===== config.mk =====
export PLATFORM = sky130hd
export DESIGN_NAME = arx_plant_model_step
export DESIGN_NICKNAME = d
export VERILOG_FILES = /design/src/sv/apms_pkg.sv /design/src/sv/arx_plant_model_step.sv /design/src/sv/apms_ram.sv
export SDC_FILE = /design/constraint.sdc
export NUM_CORES = 2
export LEC_CHECK = 0
export ABC_AREA = 1
export BUFFER_PORTS_ARGS = -buffer_cell sky130_fd_sc_hd__buf_2
export CORE_ASPECT_RATIO = 0.8
export CORE_MARGIN = 10
export CORE_UTILIZATION = 25
export CTS_CLUSTER_DIAMETER = 40
export DETAILED_ROUTE_END_ITERATION = 16
export PLACE_DENSITY = 0.46
export SLEW_MARGIN = 0
export SYNTH_ARGS = -nofsm -noshare
export SYNTH_HDL_FRONTEND = slang
export SYNTH_SLANG_ARGS = --single-unit

===== constraint.sdc =====
create_clock -name clk -period 10.4 [get_ports clk]
set_input_delay 0 -clock clk [delete_from_list [all_inputs] [get_ports clk]]
set_output_delay 0 -clock clk [all_outputs]
set_load 0.05 [all_outputs]

===== src/sv/apms_pkg.sv =====
// Shared types, constants and helper functions of the ARX plant model block.
// No dependencies; imported by the top level and the port checker.
`default_nettype none

package apms_pkg;

    // Q8.8 sample and Q2.13 coefficient.
    typedef logic signed [15:0] sample_t;
    typedef logic signed [15:0] coef_t;

    localparam sample_t SAMPLE_MIN = 16'sh8000;
    localparam sample_t SAMPLE_MAX = 16'sh7FFF;

    // Coefficient registers pack four taps of 16 bits.
    localparam int COEF_TAPS = 4;
    localparam int TAP_W     = 2;

    // Accumulator of up to eight 32-bit products plus the rounding half.
    localparam int ACC_W      = 36;
    localparam int FRAC_SHIFT = 13;
    localparam int RND_W      = ACC_W - FRAC_SHIFT;
    localparam int RES_W      = RND_W + 1;
    localparam logic signed [ACC_W-1:0] ROUND_HALF = 36'sd4096;

    // Mode register bits.
    localparam int MODE_LIMIT_BIT = 0;
    localparam int MODE_NOISE_BIT = 1;

    // Configuration register indexes.
    typedef enum logic [2:0] {
        CFG_MODE       = 3'd0,
        CFG_DELAY      = 3'd1,
        CFG_COEF_B     = 3'd2,
        CFG_COEF_A     = 3'd3,
        CFG_INPUT_MIN  = 3'd4,
        CFG_INPUT_MAX  = 3'd5,
        CFG_OUTPUT_MIN = 3'd6,
        CFG_OUTPUT_MAX = 3'd7
    } cfg_idx_t;

    // Sample engine sequencer states.
    typedef enum logic [1:0] {
        ST_IDLE,
        ST_MAC,
        ST_ACC,
        ST_DONE
    } eng_state_t;

    // Pick one signed 16-bit tap out of a packed coefficient word.
    function automatic coef_t tap_coef(input logic [63:0] packed_coef,
                                       input logic [TAP_W-1:0] idx);
        coef_t c;
        case (idx)
            2'd0:    c = packed_coef[15:0];
            2'd1:    c = packed_coef[31:16];
            2'd2:    c = packed_coef[47:32];
            default: c = packed_coef[63:48];
        endcase
        return c;
    endfunction

    // Clamp with the max test first, so crossed limits favor max.
    function automatic sample_t clamp16(input sample_t x, input sample_t lo,
                                        input sample_t hi);
        sample_t r;
        if (x > hi)
        begin
            r = hi;
        end
        else if (x < lo)
        begin
            r = lo;
        end
        else
        begin
            r = x;
        end
        return r;
    endfunction

endpackage

`default_nettype wire


===== src/sv/arx_plant_model_step.sv =====
// ARX plant model, one sample per transfer.
// Input channel: in_valid / in_stall carry u_in and noise_sample. One input
// transfer is buffered while the engine works on the previous sample, so
// in_stall rises after each transfer and falls when the engine takes it.
// Output channel: out_valid / out_stall carry y_out and limited, one result
// per input, in order. The result sits in an output register; the engine
// only waits when that register is full and stalled at the end of a sample.
// The engine runs through its MAC, ACC and DONE states from taking a sample
// out of the input buffer to loading the result register.
// Only one sample at a time is in the engine, as set by the single shared 16x16
// multiplier that does one b or a tap per cycle, and by the output
// feedback that makes each sample need the previous result.
// Configuration: cfg_we / cfg_index / cfg_data write one register per cycle.
// The user must write only while no sample is in flight (not enforced).
// Reset: rst_n clears all histories, the delay line valid bits, the delay
// pointer and both handshakes; no clearing pass is needed.
// Depends on apms_pkg and apms_ram.
`default_nettype none

module arx_plant_model_step
    import apms_pkg::*;
#(
    parameter int NUM_TAPS  = 4,
    parameter int MAX_DELAY = 16
) (
    input  wire logic        clk,
    input  wire logic        rst_n,
    // Input channel
    input  wire logic        in_valid,
    output logic             in_stall,
    input  wire sample_t     u_in,
    input  wire sample_t     noise_sample,
    // Output channel
    output logic             out_valid,
    input  wire logic        out_stall,
    output sample_t          y_out,
    output logic             limited,
    // Configuration write port
    input  wire logic        cfg_we,
    input  wire logic [2:0]  cfg_index,
    input  wire logic [63:0] cfg_data
);

    localparam int PW     = (MAX_DELAY > 1) ? $clog2(MAX_DELAY) : 1;
    localparam int SW     = $clog2(2 * NUM_TAPS) > 0 ? $clog2(2 * NUM_TAPS) : 1;
    localparam int DMAX_W = 9;

    // Configuration registers.
    logic [1:0]  mode_reg;
    logic [3:0]  delay_reg;
    logic [63:0] coef_b_reg;
    logic [63:0] coef_a_reg;
    sample_t     in_min_reg;
    sample_t     in_max_reg;
    sample_t     out_min_reg;
    sample_t     out_max_reg;

    // Input buffer.
    logic    buf_valid_reg;
    sample_t buf_u_reg;
    sample_t buf_noise_reg;

    // Engine state.
    eng_state_t     state_reg;
    eng_state_t     state_next;
    logic [SW-1:0]  step_reg;
    logic [PW-1:0]  ptr_reg;
    logic [MAX_DELAY-1:0] dl_vld_reg;
    sample_t        uc_reg;
    sample_t        noise_reg;
    logic           fwd_reg;
    logic           rd_vld_reg;
    sample_t        in_hist_reg  [NUM_TAPS];
    sample_t        out_hist_reg [NUM_TAPS];
    sample_t        in_hist_next [NUM_TAPS];
    sample_t        out_hist_next[NUM_TAPS];

    // Multiply-accumulate pipeline.
    logic signed [31:0]      prod_reg;
    logic                    prod_sub_reg;
    logic                    prod_vld_reg;
    logic signed [ACC_W-1:0] acc_reg;

    // Output register.
    logic    out_valid_reg;
    sample_t y_reg;
    logic    lim_reg;

    // Control.
    logic    out_free;
    logic    start;
    logic    finish;
    logic    mac_en;
    logic    lim_on;
    logic    noise_on;

    // Delay line access.
    logic [PW-1:0]     d_eff;
    logic [PW-1:0]     rd_addr;
    logic [PW:0]       rd_wrap;
    logic [PW-1:0]     ptr_inc;
    sample_t           u_clamped;
    logic [15:0]       ram_rdata;
    sample_t           ud_now;

    // Tap selection.
    logic              is_a;
    logic [TAP_W-1:0]  tap_idx;
    coef_t             mul_coef;
    sample_t           mul_sample;

    // Result path.
    logic signed [RND_W-1:0] y_rnd;
    logic signed [RES_W-1:0] y_sum;
    logic signed [RES_W-1:0] y_lim;
    logic                    lim_flag;
    sample_t                 y_final;
    logic                    res_limited;

    assign lim_on   = mode_reg[MODE_LIMIT_BIT];
    assign noise_on = mode_reg[MODE_NOISE_BIT];

    // Configuration writes.
    always_ff @(posedge clk or negedge rst_n)
    begin
        if (!rst_n)
        begin
            mode_reg    <= '0;
            delay_reg   <= '0;
            coef_b_reg  <= '0;
            coef_a_reg  <= '0;
            in_min_reg  <= SAMPLE_MIN;
            in_max_reg  <= SAMPLE_MAX;
            out_min_reg <= SAMPLE_MIN;
            out_max_reg <= SAMPLE_MAX;
        end
        else if (cfg_we)
        begin
            unique case (cfg_idx_t'(cfg_index))
                CFG_MODE:       mode_reg    <= cfg_data[1:0];
                CFG_DELAY:      delay_reg   <= cfg_data[3:0];
                CFG_COEF_B:     coef_b_reg  <= cfg_data;
                CFG_COEF_A:     coef_a_reg  <= cfg_data;
                CFG_INPUT_MIN:  in_min_reg  <= cfg_data[15:0];
                CFG_INPUT_MAX:  in_max_reg  <= cfg_data[15:0];
                CFG_OUTPUT_MIN: out_min_reg <= cfg_data[15:0];
                CFG_OUTPUT_MAX: out_max_reg <= cfg_data[15:0];
                default:        mode_reg    <= mode_reg;
            endcase
        end
    end

    // Sequencer: next state.
    always_comb
    begin
        state_next = state_reg;
        unique case (state_reg)
            ST_IDLE:
            begin
                if (buf_valid_reg)
                begin
                    state_next = ST_MAC;
                end
            end
            ST_MAC:
            begin
                if (step_reg == SW'(2 * NUM_TAPS - 1))
                begin
                    state_next = ST_ACC;
                end
            end
            ST_ACC:
            begin
                state_next = ST_DONE;
            end
            ST_DONE:
            begin
                if (out_free)
                begin
                    state_next = buf_valid_reg ? ST_MAC : ST_IDLE;
                end
            end
            default:
            begin
                state_next = ST_IDLE;
            end
        endcase
    end

    // Sequencer: outputs.
    always_comb
    begin
        start  = 1'b0;
        finish = 1'b0;
        mac_en = 1'b0;
        unique case (state_reg)
            ST_IDLE:
            begin
                start = buf_valid_reg;
            end
            ST_MAC:
            begin
                mac_en = 1'b1;
            end
            ST_ACC:
            begin
                mac_en = 1'b0;
            end
            ST_DONE:
            begin
                finish = out_free;
                start  = out_free && buf_valid_reg;
            end
            default:
            begin
                mac_en = 1'b0;
            end
        endcase
    end

    always_ff @(posedge clk or negedge rst_n)
    begin
        if (!rst_n)
        begin
            state_reg <= ST_IDLE;
        end
        else
        begin
            state_reg <= state_next;
        end
    end

    // Input buffer: filled by a transfer, emptied when the engine starts.
    assign in_stall = buf_valid_reg;

    always_ff @(posedge clk or negedge rst_n)
    begin
        if (!rst_n)
        begin
            buf_valid_reg <= 1'b0;
        end
        else if (in_valid && !buf_valid_reg)
        begin
            buf_valid_reg <= 1'b1;
        end
        else if (start)
        begin
            buf_valid_reg <= 1'b0;
        end
    end

    always_ff @(posedge clk)
    begin
        if (in_valid && !buf_valid_reg)
        begin
            buf_u_reg     <= u_in;
            buf_noise_reg <= noise_sample;
        end
    end

    // Delay line addressing; the delay saturates to the line length minus one.
    assign u_clamped = lim_on ? clamp16(buf_u_reg, in_min_reg, in_max_reg) : buf_u_reg;
    assign d_eff     = (DMAX_W'(delay_reg) > DMAX_W'(MAX_DELAY - 1)) ?
                       PW'(MAX_DELAY - 1) : PW'(delay_reg);
    assign rd_wrap   = {1'b0, ptr_reg} + (PW + 1)'(MAX_DELAY) - {1'b0, d_eff};
    assign rd_addr   = (ptr_reg >= d_eff) ? (ptr_reg - d_eff) : rd_wrap[PW-1:0];
    assign ptr_inc   = (ptr_reg == PW'(MAX_DELAY - 1)) ? '0 : ptr_reg + 1'b1;

    apms_ram #(
        .WIDTH (16),
        .DEPTH (MAX_DELAY),
        .AW    (PW)
    ) u_delay_ram (
        .clk   (clk),
        .we    (start),
        .waddr (ptr_reg),
        .wdata (u_clamped),
        .re    (start),
        .raddr (rd_addr),
        .rdata (ram_rdata)
    );

    // Never-written entries read as zero; a zero delay forwards the new sample.
    assign ud_now = fwd_reg ? uc_reg : (rd_vld_reg ? sample_t'(ram_rdata) : '0);

    always_ff @(posedge clk or negedge rst_n)
    begin
        if (!rst_n)
        begin
            ptr_reg    <= '0;
            dl_vld_reg <= '0;
            fwd_reg    <= 1'b0;
            rd_vld_reg <= 1'b0;
            step_reg   <= '0;
        end
        else if (start)
        begin
            ptr_reg             <= ptr_inc;
            dl_vld_reg[ptr_reg] <= 1'b1;
            fwd_reg             <= (rd_addr == ptr_reg);
            rd_vld_reg          <= dl_vld_reg[rd_addr];
            step_reg            <= '0;
        end
        else if (mac_en)
        begin
            step_reg <= step_reg + 1'b1;
        end
    end

    always_ff @(posedge clk)
    begin
        if (start)
        begin
            uc_reg    <= u_clamped;
            noise_reg <= buf_noise_reg;
        end
    end

    // Next histories: input takes the delayed sample, output takes the result.
    always_comb
    begin
        in_hist_next[0]  = ud_now;
        out_hist_next[0] = y_final;
        for (int k = 1; k < NUM_TAPS; k++)
        begin
            in_hist_next[k]  = in_hist_reg[k-1];
            out_hist_next[k] = out_hist_reg[k-1];
        end
    end

    always_ff @(posedge clk or negedge rst_n)
    begin
        if (!rst_n)
        begin
            for (int k = 0; k < NUM_TAPS; k++)
            begin
                in_hist_reg[k]  <= '0;
                out_hist_reg[k] <= '0;
            end
        end
        else if (finish)
        begin
            for (int k = 0; k < NUM_TAPS; k++)
            begin
                in_hist_reg[k]  <= in_hist_next[k];
                out_hist_reg[k] <= out_hist_next[k];
            end
        end
    end

    // Tap select: a taps first on the old output history, then b taps on the
    // shifted input history, the newest delayed sample first.
    assign is_a    = (step_reg < SW'(NUM_TAPS));
    assign tap_idx = is_a ? TAP_W'(step_reg) : TAP_W'(step_reg - SW'(NUM_TAPS));
    assign mul_coef = is_a ? tap_coef(coef_a_reg, tap_idx) : tap_coef(coef_b_reg, tap_idx);

    always_comb
    begin
        mul_sample = '0;
        for (int k = 0; k < NUM_TAPS; k++)
        begin
            if (tap_idx == TAP_W'(k))
            begin
                mul_sample = is_a ? out_hist_reg[k] : in_hist_next[k];
            end
        end
    end

    // Shared multiplier, registered product.
    always_ff @(posedge clk or negedge rst_n)
    begin
        if (!rst_n)
        begin
            prod_vld_reg <= 1'b0;
        end
        else
        begin
            prod_vld_reg <= mac_en;
        end
    end

    always_ff @(posedge clk)
    begin
        if (mac_en)
        begin
            prod_reg     <= 32'(mul_sample) * 32'(mul_coef);
            prod_sub_reg <= is_a;
        end
    end

    // Accumulator, preloaded with the rounding half at the start of a sample.
    always_ff @(posedge clk)
    begin
        if (start)
        begin
            acc_reg <= ROUND_HALF;
        end
        else if (prod_vld_reg)
        begin
            if (prod_sub_reg)
            begin
                acc_reg <= acc_reg - ACC_W'(prod_reg);
            end
            else
            begin
                acc_reg <= acc_reg + ACC_W'(prod_reg);
            end
        end
    end

    // Rounding, noise, output clamp and 16-bit saturation.
    assign y_rnd = acc_reg[ACC_W-1:FRAC_SHIFT];
    assign y_sum = RES_W'(y_rnd) + (noise_on ? RES_W'(noise_reg) : RES_W'(0));

    always_comb
    begin
        y_lim    = y_sum;
        lim_flag = 1'b0;
        if (lim_on)
        begin
            if (y_sum > RES_W'(out_max_reg))
            begin
                y_lim    = RES_W'(out_max_reg);
                lim_flag = 1'b1;
            end
            else if (y_sum < RES_W'(out_min_reg))
            begin
                y_lim    = RES_W'(out_min_reg);
                lim_flag = 1'b1;
            end
        end
        if (y_lim > RES_W'(SAMPLE_MAX))
        begin
            y_final     = SAMPLE_MAX;
            res_limited = 1'b1;
        end
        else if (y_lim < RES_W'(SAMPLE_MIN))
        begin
            y_final     = SAMPLE_MIN;
            res_limited = 1'b1;
        end
        else
        begin
            y_final     = y_lim[15:0];
            res_limited = lim_flag;
        end
    end

    // Output register.
    assign out_free = !out_valid_reg || !out_stall;

    always_ff @(posedge clk or negedge rst_n)
    begin
        if (!rst_n)
        begin
            out_valid_reg <= 1'b0;
        end
        else if (finish)
        begin
            out_valid_reg <= 1'b1;
        end
        else if (!out_stall)
        begin
            out_valid_reg <= 1'b0;
        end
    end

    always_ff @(posedge clk)
    begin
        if (finish)
        begin
            y_reg   <= y_final;
            lim_reg <= res_limited;
        end
    end

    assign out_valid = out_valid_reg;
    assign y_out     = y_reg;
    assign limited   = lim_reg;

endmodule

`default_nettype wire


===== src/sv/apms_ram.sv =====
// Generic single-port-write, single-port-read RAM with a registered read.
// No dependencies; holds the transport delay line of the plant model.
`default_nettype none

module apms_ram #(
    parameter int WIDTH = 16,
    parameter int DEPTH = 16,
    parameter int AW    = (DEPTH > 1) ? $clog2(DEPTH) : 1
) (
    input  wire logic             clk,
    input  wire logic             we,
    input  wire logic [AW-1:0]    waddr,
    input  wire logic [WIDTH-1:0] wdata,
    input  wire logic             re,
    input  wire logic [AW-1:0]    raddr,
    output logic      [WIDTH-1:0] rdata
);

    logic [WIDTH-1:0] mem [DEPTH];
    logic [WIDTH-1:0] rdata_reg;

    // Write port.
    always_ff @(posedge clk)
    begin
        if (we)
        begin
            mem[waddr] <= wdata;
        end
    end

    // Registered read port; data holds while no read is issued.
    always_ff @(posedge clk)
    begin
        if (re)
        begin
            rdata_reg <= mem[raddr];
        end
    end

    assign rdata = rdata_reg;

endmodule

`default_nettype wire


==> impl_metrics.env <==
export IMPL_run_status="complete, no violations"
export IMPL_final_worst_path_period_share_pct=83.26
export IMPL_post_synth_cell_types=60
export IMPL_netlist_area_leader_share_pct=24.46
export IMPL_worst_ep_arrival_ps=9130
export IMPL_fin_hold_viols=0
export IMPL_dr_total_vias=36690
export IMPL_cts_htree_levels=3
export IMPL_drive_gt1_share_pct=8.681
export IMPL_globalplace_congestion=0.8618
export IMPL_setup_violations_final=0
export IMPL_largest_register_ffs=256
export IMPL_dpl_cell_area_sq_um=50790
export IMPL_postRouteWirelength_um=152200
export IMPL_io_buffers=122
export IMPL_cts_root_buffer_cell="sky130_fd_sc_hd__clkbuf_16"
export IMPL_synth_seq_area_share_pct=44.02
export IMPL_synthCells=5328
export IMPL_clk_latency_ps=740
export IMPL_place_worst_setup_slack_ps=1766
export IMPL_global_route_usage_total_pct=14.41
export IMPL_critical_path_max_stage_delay_ps=660
export IMPL_asyncSetResetFlopFracSynth_pct=44.62
export IMPL_r2r_cells=29
export IMPL_grt_first_pass_wirelength_um=232800
export IMPL_cpMostUsedCell="sky130_fd_sc_hd__fa_1"
export IMPL_dp_cells=7798
export IMPL_setup_worst_path_end_class="flop"
export IMPL_timing_max_transition_violations_final=0
export IMPL_syn_num_nets=5932
export IMPL_library_cell_with_the_largest_summed_area_after_synthesis="sky130_fd_sc_hd__edfxtp_1"
export IMPL_postLayoutCellArea_sq_um=55940
export IMPL_timing_final_crit_period_ps=8659
export IMPL_timing_critical_path_from_type="flop"
export IMPL_number_of_enable_flip_flop_cells_after_synthesis=386
export IMPL_boundaryPins=123
export IMPL_grt_setup_unrepaired="false"
export IMPL_whs_path_depth=2
export IMPL_synth_top_flop_cell="sky130_fd_sc_hd__edfxtp_1"
export IMPL_grt_antenna_before_repair=8
export IMPL_die_height_um=409.4
export IMPL_timing_critical_path_fanout_max=32
export IMPL_tritoncts="built"
export IMPL_timing_setup_critical_path_class="flop to flop"
export IMPL_final_setup_skew_ps=55.49
export IMPL_worst_slew_pin_slew_ps=1115
export IMPL_ys_warn_count=0
export IMPL_fin_nets=6147
export IMPL_slowest_stage_cell_crit_path="sky130_fd_sc_hd__ha_2"
export IMPL_netlist_area_sq_um=47390
export IMPL_post_synth_cell_area_avg_sq_um=8.894
export IMPL_drt_pre_antenna_iters=5
export IMPL_largest_net_degree_at_the_start_of_global_routing=150
export IMPL_die_width_um=506.8
export IMPL_cts_reportedPaths_clkPinSlew_ps=60
export IMPL_die_area_sq_um=207500
export IMPL_cts_buffers=103
export IMPL_synth_area_leaders="sky130_fd_sc_hd__edfxtp_1 24%, sky130_fd_sc_hd__dfrtp_1 16%, sky130_fd_sc_hd__fa_1 11%"
export IMPL_final_hpwl_dp_um=109300
export IMPL_ys_ff_latch=762
export IMPL_routed_via_density=4.500
export IMPL_number_of_clock_sinks=762
export IMPL_tns_ps=0
export IMPL_initial_core_util_pct=25.23
export IMPL_first_global_vias=36620
export IMPL_core_sq_um=187800
export IMPL_setup_slack_ps=1741
export IMPL_post_route_drc_count=0
export IMPL_drt_antenna_violating_nets=0
export IMPL_clk_path_buf_depth=3
export IMPL_post_drt_wl_per_cell_um=18.66
export IMPL_gr_total_overflow=0
export IMPL_slew_headroom_pct=25.42
export IMPL_final_instance_count_excl_fill=8154
export IMPL_fillCellCount=19750
export IMPL_detailedRoute_firstIterationViolations=3153
export IMPL_crit_required_ps=10870
export IMPL_std_cell_rows=142
export IMPL_syn2layout_area_growth_pct=18.04
export IMPL_timing_fmax_mhz=115.5
export IMPL_timing_max_cap_violations=0
export IMPL_holdCritPathClass="input pin to flop"
## through the flow
step | util (%) | hold slack, ps
finish | 29.79 | 49.87
global route | 29.79 | 28.87
CTS | 29.78 | 6.518
detailed placement | 27.05 | -28.16
global placement | 27.05 | -30.74
floorplan | - | -295.6
## cell type report
type                            count  area, sq um  area share (%)
Clock buffer                      121         2736           4.892
Inverter                          760         2858           5.109
Antenna cell                        1        2.502        0.004474
Tap cell                         2520         3153           5.637
Sequential cell                   762        20860           37.29
Multi-Input combinational cell   3585        22920           40.98
Timing Repair Buffer              331         2620           4.684
Clock inverter                     74        785.8           1.405
## cell usage after synthesis, types with 4 or more instances
master,count
sky130_fd_sc_hd__nand2_2,25
sky130_fd_sc_hd__dfstp_2,32
sky130_fd_sc_hd__buf_2,5
sky130_fd_sc_hd__or2_1,4
sky130_fd_sc_hd__fa_1,266
sky130_fd_sc_hd__a31oi_1,27
sky130_fd_sc_hd__nor3_2,5
sky130_fd_sc_hd__o21ai_0,547
sky130_fd_sc_hd__o21ai_1,13
sky130_fd_sc_hd__xor2_1,70
sky130_fd_sc_hd__o211ai_1,18
sky130_fd_sc_hd__edfxtp_1,386
sky130_fd_sc_hd__nand4_1,27
sky130_fd_sc_hd__a32o_1,5
sky130_fd_sc_hd__nand2_4,4
sky130_fd_sc_hd__inv_1,734
sky130_fd_sc_hd__nor2_1,583
sky130_fd_sc_hd__o21bai_1,7
sky130_fd_sc_hd__nor4_1,6
sky130_fd_sc_hd__nand2_1,1133
sky130_fd_sc_hd__dfxtp_1,36
sky130_fd_sc_hd__or2_2,13
sky130_fd_sc_hd__o31ai_1,4
sky130_fd_sc_hd__nor2_2,7
sky130_fd_sc_hd__dfrtp_1,308
sky130_fd_sc_hd__a22o_1,30
sky130_fd_sc_hd__xnor2_1,50
sky130_fd_sc_hd__nand3_1,145
sky130_fd_sc_hd__a21oi_1,218
sky130_fd_sc_hd__ha_1,234
sky130_fd_sc_hd__clkinv_1,12
sky130_fd_sc_hd__inv_2,13
sky130_fd_sc_hd__buf_1,11
sky130_fd_sc_hd__nor3_1,32
sky130_fd_sc_hd__o32ai_1,64
sky130_fd_sc_hd__clkbuf_1,203
sky130_fd_sc_hd__a21o_1,15
## logic make-up (layout without fill, tap and decap cells)
| family | after synthesis | in the layout | share of synthesized area, % |
|---|---|---|---|
| compound gates | 974 | 974 | 11.56 |
| xor+xnor | 120 | 120 | 2.218 |
| buf+inv | 981 | 1286 | 7.847 |
| flops | 762 | 762 | 44.02 |
| fa+ha+maj | 500 | 500 | 17.42 |
| other cells | 0 | 1 | 0 |
| simple gates | 1991 | 1991 | 16.94 |
## routing by layer
metal,share of wire (%),global-route usage (%),up-vias
li1,-,-,17740
met1,51,22.01,17910
met2,39,19.79,891
met3,8.7,4.398,151
met4,1.5,2.621,0
met5,0,0,-
## repair_timing
item / in CTS / in global routing
resized for setup: 0 / 0
buffers inserted: 0 / 0
endpoints found under the hold margin: 438 / 0
hold buffers: 160 / 0
setup endpoints to repair: 0 / 0
## path summary, 6_finish.rpt
path | slack [ps] | startpoint | end
worst max-delay path | 1740 | step_reg[1] | prod_reg[28]
worst min-delay path | 50 | u_in[6] | buf_u_reg[6]
worst max register to register | 1740 | step_reg[1] | prod_reg[28]
worst min register to register | 420 | buf_noise_reg[10] | noise_reg[10]
max in group asynchronous | 8200 | rst_n | in_hist_next[39]
min in group asynchronous | 420 | rst_n | coef_a_reg[63]
## critical path, delay by kind of cell, from the launching register on
| kind | cells | cell delay (ps) |
|---|---|---|
| xor gates and xnor gates | 1 | 90 |
| AOI/OAI and AO/OA | 9 | 1640 |
| adders and majority gates | 8 | 3940 |
| and+or+nand+nor | 5 | 1530 |
| buffers and inverters | 6 | 830 |
| DFF | 1 | 400 |
## placed cells by master (no fill, tap or decap), drive strengths merged, types with 64 or more instances in the layout
cell,count
fa,266
nand3,147
a21oi,219
dlygate4sd3,159
o32ai,64
nor2,590
buf,172
inv,775
ha,234
edfxtp,386
xor2,70
o21ai,561
dfrtp,308
nand2,1163
clkbuf,121
Power is left out: the tool's default activity adds up to more than one toggle a clock period on the data nets, which glitch-free logic cannot reach.
